==> src/sv/itp_pkg.sv <==
// Shared types, constants and character helpers for the infix to postfix converter.
`default_nettype none
package itp_pkg;

  localparam int STACK_DEPTH = 64;
  localparam int LEVEL_W     = $clog2(STACK_DEPTH + 1);
  localparam int ADDR_W      = (STACK_DEPTH > 1) ? $clog2(STACK_DEPTH) : 1;
  localparam int SYM_W       = 8;

  localparam logic [SYM_W-1:0] CH_POW    = 8'h5E;
  localparam logic [SYM_W-1:0] CH_MUL    = 8'h2A;
  localparam logic [SYM_W-1:0] CH_DIV    = 8'h2F;
  localparam logic [SYM_W-1:0] CH_ADD    = 8'h2B;
  localparam logic [SYM_W-1:0] CH_SUB    = 8'h2D;
  localparam logic [SYM_W-1:0] CH_LPAREN = 8'h28;
  localparam logic [SYM_W-1:0] CH_RPAREN = 8'h29;

  typedef enum logic [1:0] {
    KIND_SYM = 2'd0,
    KIND_END = 2'd1,
    KIND_ERR = 2'd2
  } kind_t;

  typedef enum logic [1:0] {
    ERR_NONE  = 2'd0,
    ERR_CHAR  = 2'd1,
    ERR_PAREN = 2'd2,
    ERR_OVER  = 2'd3
  } err_code_t;

  typedef enum logic [1:0] {
    PUT_IN,
    PUT_TOP,
    PUT_END,
    PUT_ERR
  } put_sel_t;

  typedef enum logic [3:0] {
    ST_IDLE,
    ST_DECODE,
    ST_OP_RD,
    ST_OP_EX,
    ST_OP_PUSH,
    ST_UN_RD,
    ST_UN_EX,
    ST_CHK_LAST,
    ST_ERR,
    ST_FLUSH
  } state_t;

  typedef struct packed {
    logic      latch;
    logic      rd_en;
    logic      push;
    logic      pop;
    logic      clr_level;
    logic      set_disc;
    logic      clr_disc;
    logic      put_en;
    put_sel_t  put_sel;
    err_code_t err;
    logic      flush;
  } itp_cmd_t;

  typedef struct packed {
    logic disc;
    logic last;
    logic is_lparen;
    logic is_rparen;
    logic is_alnum;
    logic is_op;
    logic level_zero;
    logic level_full;
    logic top_lparen;
    logic top_pops;
    logic slot_ok;
    logic flush_ok;
  } itp_status_t;

  function automatic logic [1:0] prec_of(input logic [SYM_W-1:0] c);
    logic [1:0] p;
    p = 2'd0;
    if (c == CH_POW) p = 2'd3;
    else if (c == CH_MUL || c == CH_DIV) p = 2'd2;
    else if (c == CH_ADD || c == CH_SUB) p = 2'd1;
    return p;
  endfunction

  function automatic logic is_alnum_char(input logic [SYM_W-1:0] c);
    return (c >= 8'h30 && c <= 8'h39) || (c >= 8'h41 && c <= 8'h5A) ||
           (c >= 8'h61 && c <= 8'h7A);
  endfunction

endpackage
`default_nettype wire

==> src/sv/infix_to_postfix_converter.sv <==
// Top level of the shunting-yard infix to postfix converter.
//
// Input channel in_*: one ASCII character per word in in_tdata[7:0], in_tlast
// marks the final character of an expression. The block takes one word at a
// time; in_tready is high only while no word is being worked on.
// Output channel out_*: one result per word. out_tuser holds the kind (symbol,
// expression finished, error), out_tdata[7:0] the postfix symbol and
// out_tdata[9:8] the error code. out_tlast marks the final result caused by
// one input word.
// Each operator popped from the stack goes through the registered read of the
// stack RAM (issue read, then examine and pop); the push, the final unwind and
// the error or end result are further steps of their own.
// Results pass through a one-deep pending stage and an output register, so the
// last result of a word is known before it leaves.
// Reset clears the stack level, the discard flag and both valid flags; the
// stack contents need no clearing. When the receiver stalls, the output
// register holds and the work waits once the pending stage is also full.
`default_nettype none
module infix_to_postfix_converter (
  input  wire logic        clk,
  input  wire logic        rst_n,
  input  wire logic        in_tvalid,
  output logic             in_tready,
  input  wire logic [7:0]  in_tdata,   // [7:0] symbol
  input  wire logic        in_tlast,   // last
  output logic             out_tvalid,
  input  wire logic        out_tready,
  output logic [15:0]      out_tdata,  // [7:0] out_symbol, [9:8] error_code
  output logic [1:0]       out_tuser,  // [1:0] kind
  output logic             out_tlast   // end_of_run
);
  import itp_pkg::*;

  itp_cmd_t         cmd;
  itp_status_t      st;
  logic [SYM_W-1:0] res_sym;
  kind_t            res_kind;
  err_code_t        res_err;

  itp_ctrl u_ctrl (
    .clk      (clk),
    .rst_n    (rst_n),
    .in_tvalid(in_tvalid),
    .in_tready(in_tready),
    .st       (st),
    .cmd      (cmd)
  );

  itp_dpath u_dpath (
    .clk       (clk),
    .rst_n     (rst_n),
    .cmd       (cmd),
    .st        (st),
    .in_symbol (in_tdata),
    .in_last   (in_tlast),
    .out_valid (out_tvalid),
    .out_ready (out_tready),
    .out_symbol(res_sym),
    .out_kind  (res_kind),
    .out_err   (res_err),
    .out_eor   (out_tlast)
  );

  assign out_tdata = {6'b0, res_err, res_sym};
  assign out_tuser = res_kind;

endmodule
`default_nettype wire

==> src/sv/itp_ram.sv <==
// Generic single-port-write, single-port-read RAM with registered read data.
`default_nettype none
module itp_ram #(
  parameter int WIDTH  = 8,
  parameter int DEPTH  = 64,
  parameter int ADDR_W = (DEPTH > 1) ? $clog2(DEPTH) : 1
) (
  input  wire logic              clk,
  input  wire logic              wr_en,
  input  wire logic [ADDR_W-1:0] wr_addr,
  input  wire logic [WIDTH-1:0]  wr_data,
  input  wire logic              rd_en,
  input  wire logic [ADDR_W-1:0] rd_addr,
  output logic      [WIDTH-1:0]  rd_data
);

  logic [WIDTH-1:0] mem [DEPTH];

  always_ff @(posedge clk) begin
    if (wr_en) begin
      mem[wr_addr] <= wr_data;
    end
    if (rd_en) begin
      rd_data <= mem[rd_addr];
    end
  end

endmodule
`default_nettype wire

==> src/sv/itp_ctrl.sv <==
// Controller state machine sequencing decode, stack pops, pushes and result flush.
`default_nettype none
module itp_ctrl (
  input  wire logic                clk,
  input  wire logic                rst_n,
  input  wire logic                in_tvalid,
  output logic                     in_tready,
  input  wire itp_pkg::itp_status_t st,
  output itp_pkg::itp_cmd_t        cmd
);
  import itp_pkg::*;

  state_t    state_r, state_nxt;
  err_code_t err_r, err_nxt;
  logic      final_r, final_nxt;

  always_ff @(posedge clk) begin
    if (!rst_n) begin
      state_r <= ST_IDLE;
      err_r   <= ERR_NONE;
      final_r <= 1'b0;
    end else begin
      state_r <= state_nxt;
      err_r   <= err_nxt;
      final_r <= final_nxt;
    end
  end

  always_comb begin
    state_nxt = state_r;
    err_nxt   = err_r;
    final_nxt = final_r;
    cmd       = '0;
    cmd.put_sel = PUT_IN;
    cmd.err     = ERR_NONE;
    in_tready = 1'b0;
    case (state_r)
      ST_IDLE: begin
        in_tready = 1'b1;
        if (in_tvalid) begin
          cmd.latch = 1'b1;
          state_nxt = ST_DECODE;
        end
      end
      ST_DECODE: begin
        final_nxt = 1'b0;
        if (st.disc) begin
          if (st.last) begin
            cmd.clr_disc  = 1'b1;
            cmd.clr_level = 1'b1;
          end
          state_nxt = ST_IDLE;
        end else if (st.is_lparen) begin
          if (st.level_full) begin
            err_nxt   = ERR_OVER;
            state_nxt = ST_ERR;
          end else begin
            cmd.push  = 1'b1;
            state_nxt = ST_CHK_LAST;
          end
        end else if (st.is_alnum) begin
          if (st.slot_ok) begin
            cmd.put_en  = 1'b1;
            cmd.put_sel = PUT_IN;
            state_nxt   = ST_CHK_LAST;
          end
        end else if (st.is_op) begin
          state_nxt = ST_OP_RD;
        end else if (st.is_rparen) begin
          state_nxt = ST_UN_RD;
        end else begin
          err_nxt   = ERR_CHAR;
          state_nxt = ST_ERR;
        end
      end
      ST_OP_RD: begin
        if (st.level_zero) begin
          state_nxt = ST_OP_PUSH;
        end else begin
          cmd.rd_en = 1'b1;
          state_nxt = ST_OP_EX;
        end
      end
      ST_OP_EX: begin
        if (!st.top_pops) begin
          state_nxt = ST_OP_PUSH;
        end else if (st.slot_ok) begin
          cmd.put_en  = 1'b1;
          cmd.put_sel = PUT_TOP;
          cmd.pop     = 1'b1;
          state_nxt   = ST_OP_RD;
        end
      end
      ST_OP_PUSH: begin
        if (st.level_full) begin
          err_nxt   = ERR_OVER;
          state_nxt = ST_ERR;
        end else begin
          cmd.push  = 1'b1;
          state_nxt = ST_CHK_LAST;
        end
      end
      ST_UN_RD: begin
        if (st.level_zero) begin
          if (final_r) begin
            if (st.slot_ok) begin
              cmd.put_en    = 1'b1;
              cmd.put_sel   = PUT_END;
              cmd.clr_level = 1'b1;
              state_nxt     = ST_FLUSH;
            end
          end else begin
            err_nxt   = ERR_PAREN;
            state_nxt = ST_ERR;
          end
        end else begin
          cmd.rd_en = 1'b1;
          state_nxt = ST_UN_EX;
        end
      end
      ST_UN_EX: begin
        if (st.top_lparen) begin
          cmd.pop = 1'b1;
          if (final_r) begin
            err_nxt   = ERR_PAREN;
            state_nxt = ST_ERR;
          end else begin
            state_nxt = ST_CHK_LAST;
          end
        end else if (st.slot_ok) begin
          cmd.put_en  = 1'b1;
          cmd.put_sel = PUT_TOP;
          cmd.pop     = 1'b1;
          state_nxt   = ST_UN_RD;
        end
      end
      ST_CHK_LAST: begin
        if (st.last) begin
          final_nxt = 1'b1;
          state_nxt = ST_UN_RD;
        end else begin
          state_nxt = ST_FLUSH;
        end
      end
      ST_ERR: begin
        if (st.slot_ok) begin
          cmd.put_en    = 1'b1;
          cmd.put_sel   = PUT_ERR;
          cmd.err       = err_r;
          cmd.clr_level = 1'b1;
          cmd.set_disc  = !st.last;
          state_nxt     = ST_FLUSH;
        end
      end
      ST_FLUSH: begin
        if (st.flush_ok) begin
          cmd.flush = 1'b1;
          state_nxt = ST_IDLE;
        end
      end
      default: begin
        state_nxt = ST_IDLE;
      end
    endcase
  end

endmodule
`default_nettype wire

==> src/sv/itp_dpath.sv <==
// Datapath: input word, operator stack, stack level, pending result and output register.
`default_nettype none
module itp_dpath (
  input  wire logic                       clk,
  input  wire logic                       rst_n,
  input  wire itp_pkg::itp_cmd_t          cmd,
  output itp_pkg::itp_status_t            st,
  input  wire logic [itp_pkg::SYM_W-1:0]  in_symbol,
  input  wire logic                       in_last,
  output logic                            out_valid,
  input  wire logic                       out_ready,
  output logic [itp_pkg::SYM_W-1:0]       out_symbol,
  output itp_pkg::kind_t                  out_kind,
  output itp_pkg::err_code_t              out_err,
  output logic                            out_eor
);
  import itp_pkg::*;

  logic [SYM_W-1:0]   sym_r;
  logic               last_r;
  logic [LEVEL_W-1:0] level_r, level_nxt;
  logic               disc_r, disc_nxt;

  logic [SYM_W-1:0]   pend_sym_r;
  kind_t              pend_kind_r;
  err_code_t          pend_err_r;
  logic               pend_v_r, pend_v_nxt;

  logic [SYM_W-1:0]   out_sym_r;
  kind_t              out_kind_r;
  err_code_t          out_err_r;
  logic               out_eor_r;
  logic               out_v_r, out_v_nxt;

  logic [LEVEL_W-1:0] level_m1;
  logic [SYM_W-1:0]   top;
  logic               out_free;
  logic               move_out;

  assign level_m1 = level_r - LEVEL_W'(1);

  itp_ram #(
    .WIDTH (SYM_W),
    .DEPTH (STACK_DEPTH),
    .ADDR_W(ADDR_W)
  ) u_stack (
    .clk    (clk),
    .wr_en  (cmd.push),
    .wr_addr(level_r[ADDR_W-1:0]),
    .wr_data(sym_r),
    .rd_en  (cmd.rd_en),
    .rd_addr(level_m1[ADDR_W-1:0]),
    .rd_data(top)
  );

  assign out_free = !out_v_r || out_ready;
  assign move_out = pend_v_r && ((cmd.put_en) || cmd.flush);

  always_comb begin
    st            = '0;
    st.disc       = disc_r;
    st.last       = last_r;
    st.is_lparen  = (sym_r == CH_LPAREN);
    st.is_rparen  = (sym_r == CH_RPAREN);
    st.is_alnum   = is_alnum_char(sym_r);
    st.is_op      = (prec_of(sym_r) != 2'd0);
    st.level_zero = (level_r == '0);
    st.level_full = (level_r == LEVEL_W'(STACK_DEPTH));
    st.top_lparen = (top == CH_LPAREN);
    st.top_pops   = (prec_of(top) != 2'd0) && (prec_of(top) >= prec_of(sym_r));
    st.slot_ok    = !pend_v_r || out_free;
    st.flush_ok   = !pend_v_r || out_free;
  end

  always_comb begin
    level_nxt = level_r;
    if (cmd.clr_level) level_nxt = '0;
    else if (cmd.push) level_nxt = level_r + LEVEL_W'(1);
    else if (cmd.pop)  level_nxt = level_m1;

    disc_nxt = disc_r;
    if (cmd.set_disc)      disc_nxt = 1'b1;
    else if (cmd.clr_disc) disc_nxt = 1'b0;

    pend_v_nxt = pend_v_r;
    if (cmd.put_en)     pend_v_nxt = 1'b1;
    else if (cmd.flush) pend_v_nxt = 1'b0;

    out_v_nxt = out_v_r && !out_ready;
    if (move_out) out_v_nxt = 1'b1;
  end

  always_ff @(posedge clk) begin
    if (!rst_n) begin
      level_r  <= '0;
      disc_r   <= 1'b0;
      pend_v_r <= 1'b0;
      out_v_r  <= 1'b0;
    end else begin
      level_r  <= level_nxt;
      disc_r   <= disc_nxt;
      pend_v_r <= pend_v_nxt;
      out_v_r  <= out_v_nxt;
    end
  end

  always_ff @(posedge clk) begin
    if (cmd.latch) begin
      sym_r  <= in_symbol;
      last_r <= in_last;
    end
    if (move_out) begin
      out_sym_r  <= pend_sym_r;
      out_kind_r <= pend_kind_r;
      out_err_r  <= pend_err_r;
      out_eor_r  <= cmd.flush;
    end
    if (cmd.put_en) begin
      case (cmd.put_sel)
        PUT_IN: begin
          pend_sym_r  <= sym_r;
          pend_kind_r <= KIND_SYM;
          pend_err_r  <= ERR_NONE;
        end
        PUT_TOP: begin
          pend_sym_r  <= top;
          pend_kind_r <= KIND_SYM;
          pend_err_r  <= ERR_NONE;
        end
        PUT_END: begin
          pend_sym_r  <= '0;
          pend_kind_r <= KIND_END;
          pend_err_r  <= ERR_NONE;
        end
        default: begin
          pend_sym_r  <= '0;
          pend_kind_r <= KIND_ERR;
          pend_err_r  <= cmd.err;
        end
      endcase
    end
  end

  assign out_valid  = out_v_r;
  assign out_symbol = out_sym_r;
  assign out_kind   = out_kind_r;
  assign out_err    = out_err_r;
  assign out_eor    = out_eor_r;

endmodule
`default_nettype wire

==> config.mk <==
export PLATFORM = sky130hd
export DESIGN_NAME = infix_to_postfix_converter
export DESIGN_NICKNAME = d
export VERILOG_FILES = /design/src/sv/itp_pkg.sv /design/src/sv/infix_to_postfix_converter.sv /design/src/sv/itp_ram.sv /design/src/sv/itp_ctrl.sv /design/src/sv/itp_dpath.sv
export SDC_FILE = /design/constraint.sdc
export NUM_CORES = 1
export LEC_CHECK = 0
export BUFFER_PORTS_ARGS = -buffer_cell sky130_fd_sc_hd__buf_2
export CAP_MARGIN = 10
export CORE_ASPECT_RATIO = 0.7
export CORE_MARGIN = 3
export CORE_UTILIZATION = 40
export CTS_CLUSTER_SIZE = 28
export DETAILED_ROUTE_END_ITERATION = 10
export PLACE_DENSITY_LB_ADDON = 0.05
export SYNTH_ARGS = -nofsm -noshare
export SYNTH_HDL_FRONTEND = slang
export SYNTH_SLANG_ARGS = --single-unit
==> constraint.sdc <==
create_clock -name clk -period 10.8 [get_ports clk]
set_input_delay 1.08 -clock clk [delete_from_list [all_inputs] [get_ports clk]]
set_output_delay 1.08 -clock clk [all_outputs]
set_load 0.005 [all_outputs]
==> impl_results.md <==
* Setup Viol. Count Final at 0
* Via count of the first global-routing pass at 11300
* Maximum vdd drop at 0.000114 V
* Later-pin clock latency in the skew report at 0.62 ns
* Gate family responsible for the most delay along the worst path: buffers and inverters
* Setup tns final at 0 ns
* Switching Power at 1.35 mW
* Proportion of synthesized flip-flops having asynchronous set or reset at 0%
* Wire length of the first global-routing pass at 82.3 mm
* Sequential share of power at 49.8%
* Logic gate share of total power at 14.6%
* Floorplan die width at 293 um
* Routed length per instance at 28.3 um
* Status: finished, final reports clean
* Total clock buffers created by CTS at 54
* Number of resized instances in the post-cts repair step at 0
* Starting density of the core at 40.5%
* Most frequent cells in the layout: 554 x edfxtp_1, 160 x mux4_2, 87 x nor2_1
* Final instance area at 25900 sq um
* Req. time, crit path at 11.14 ns
* CTS sink cnt at 571
* Crit path max-delay cell type: ha_4
* Non-filler instance count after layout at 2015
* Count of hold buffers inserted by post-cts repair at 0
* Beginning of the worst hold path: u_dpath.pend_sym_r[1]$_DFFE_PP_
* Final clock skew at 0.0233 ns
* Synth Register Bits at 571
* Placement Cell Area at 24100 sq um
* Startpoint class of the critical path: register
* DRC errors left at 0
* Cell chain of the critical path: inv_1 -> ha_4 -> buf_4 -> mux4_2 -> mux4_2 -> a22oi_1 -> nand2_1
* Most common cell after layout, fill and taps aside: edfxtp_1
* Final Wtd Congestion at 0.853
* Arrival time at the worst endpoint at 4.91 ns
* Total placed cells including tap cells at 1911
* Maximum fanout along the worst path at 68
* Internal at 3.92 mW
* Final ANT Viol Nets at 0
* First DRT Iteration DRCs at 1237
* Transition at the pin with the smallest max-transition slack at 1.32 ns
* Setup repair after global routing missed its margin: no
* Netlist area before placement at 23100 sq um
* Final net count at 1239
* Netlist cell types at 71
* Total track usage at 18.8%
* Area of the core at 57000 sq um
* Fill cell total of the finished layout at 4863
* Maximum buffer depth of the clock tree at 3
* Worst hold-check path type: register to register
* Most frequent cell on the critical path: mux4_2
* Pre-Repair DR Iteration Count at 5
* Total global routing overflow at 0
* Count of vias placed by the detailed router at 11500
* Post-synth EDFFs at 554
* TritonCTS clock tree: done
* # IOs at 34
* Die H at 207 um
* Synth-to-layout area growth at 11.9%
* Clock-pin transition on the worst setup and hold timing paths at 0.06 ns
* Htree depth at 2
* Headroom to the max-slew limit at 11.6%
* Kind of capture point of the worst setup path: register
* Critical Path Start: u_dpath.level_r[0]$_SDFFE_PP0P_
* Mapped Avg Cell Area at 19.6 sq um
* Final Hold Vio Count at 0
* Maximum clock rate at 0.219 GHz
* Crit path time final at 4.56 ns
* Final period util at 42.2%
* Root Buffer: clkbuf_16
* Critical Path Max Stage Delay at 1.02 ns
* Max-cap check violation count at 0
* LEAKAGE at 7.88 nW
* Startpoint of the worst-slack reg-to-reg timing path: u_dpath.level_r[0]$_SDFFE_PP0P_
* Power density cells at 204 nW/um^2
* Sw Share at 25.6%
* Cells after Synth at 1177
* Portion of the post-synthesis area used by sequential elements at 73.5%
* DR vias/cell at 5.70
* Final Routed Wirelength at 57.0 mm
* Count of yosys warnings during synthesis at 0
* Site row count at 73
* Commonest register cell after synthesis: edfxtp_1
* Clock share of power at 35.6%
* Pins over their slew limit at 0
* Critical path class: register to register
* Number of input and output port buffers inserted at 27
* Total setup buffers inserted after CTS at 0
* Share of final-layout standard cells stronger than drive strength 1 at 24.6%
* Area enclosed by the die boundary at 60700 sq um
* Post-Route Utilization at 45.4%
* Count of buffer and inverter cells on the critical path at 2
* Initial antenna violation count at 0
* Maximum number of pins on one net before global-route repair at 75
* DP HPWL at 34.1 mm
flip-flops by register name, summed over array words and instances (netlist names), 2 cells and up:
| register | count |
|---|---|
| u_dpath.sym_r | 8 |
| u_dpath.out_err | 2 |
| u_dpath.pend_sym_r | 8 |
| u_dpath.pend_kind_r | 2 |
| u_dpath.level_r | 7 |
| u_dpath.out_symbol | 8 |
| u_dpath.u_stack.rd_data | 8 |
| u_dpath.out_kind | 2 |
| u_ctrl.state_r | 4 |
| u_ctrl.err_r | 2 |
| u_dpath.pend_err_r | 2 |
| u_dpath.u_stack.mem | 512 |
kinds of logic (layout without fill, tap and decap cells):
kind of cell,after synthesis,after routing,share of synthesized area [%]
AO/OA/AOI/OAI,108,108,3.30
XOR/XNOR,9,9,0.341
adder cells (fa/ha/maj),8,8,0.433
buffers and inverters,81,161,1.53
flip-flops,571,571,73.5
multiplexers,165,165,15.8
other,1,9,0.0162
AND/OR/NAND/NOR,234,234,5.10
layout make-up:
type                            instances  area, sq um  share of cell area, %
Sequential cell                       571        17000                   65.6
Multi-Input combinational cell        530         5860                   22.6
Clock buffer                           66         1440                   5.56
Tap cell                              750          938                   3.63
Timing Repair Buffer                   50          308                   1.19
Clock inverter                         34          297                   1.15
Inverter                               11         41.3                  0.160
Antenna cell                            3         7.51                 0.0290
cell usage after synthesis, drive strengths merged, types with 4 or more instances:
library cell	number	area [sq um]
nor2	87	327
a21oi	19	95.1
o21ai	20	100
ha	8	100
nand2	54	203
nor4	4	40.0
or2	4	25.0
clkbuf	40	151
a22oi	17	128
xnor2	5	43.8
mux4	160	3600
buf	30	160
inv	11	41.3
nor3b	8	60.1
o211ai	4	30.0
mux2i	4	40.0
and3	4	25.0
nand2b	6	37.5
nor2b	5	31.3
dfxtp	17	340
a211oi	4	30.0
a21boi	6	45.0
a22o	8	70.1
nand3	13	77.6
nor3	20	121
edfxtp	554	16600
and2	5	31.3
or3	7	43.8
xor2	4	35.0
through the flow:
stage	total power, mW	hold WS [ns]	setup WS (ns)
3_3_place_gp	3.44	0.402	6.13
2_1_floorplan	3.18	0.400	6.36
3_5_place_dp	3.45	0.405	6.11
4_1_cts	5.33	0.420	6.11
6_report	5.27	0.418	6.24
5_1_grt	5.48	0.428	5.95
final timing paths:
path | to | slack, ns | depth (start not counted)
worst max-delay path | u_dpath.u_stack.rd_data[3]$_DFFE_PP_ | 6.24 | 7
worst min-delay path | u_dpath.out_symbol[1]$_DFFE_PP_ | 0.42 | 0
worst max register to register | u_dpath.u_stack.rd_data[3]$_DFFE_PP_ | 6.24 | 7
worst min register to register | u_dpath.out_symbol[1]$_DFFE_PP_ | 0.42 | 0
power by group through the flow:
| stage | clock, mW | combinational [mW] | sequential, mW |
|---|---|---|---|
| after floorplan | 0 | 0.460 | 2.72 |
| after global placement | 0 | 0.773 | 2.67 |
| after detailed placement | 0 | 0.778 | 2.67 |
| after global routing | 2.02 | 0.832 | 2.63 |
| final | 1.87 | 0.769 | 2.62 |
| after CTS | 1.93 | 0.778 | 2.62 |
layer usage:
metal	share of wire, %	up-vias	GRT usage [%]
met3	5.8	61	3.63
met2	43	324	26.2
li1	-	4930	-
met4	1.4	0	3.78
met5	0	-	0
met1	50	6174	30.6
Note: power is estimated with default switching activity, not from simulation.
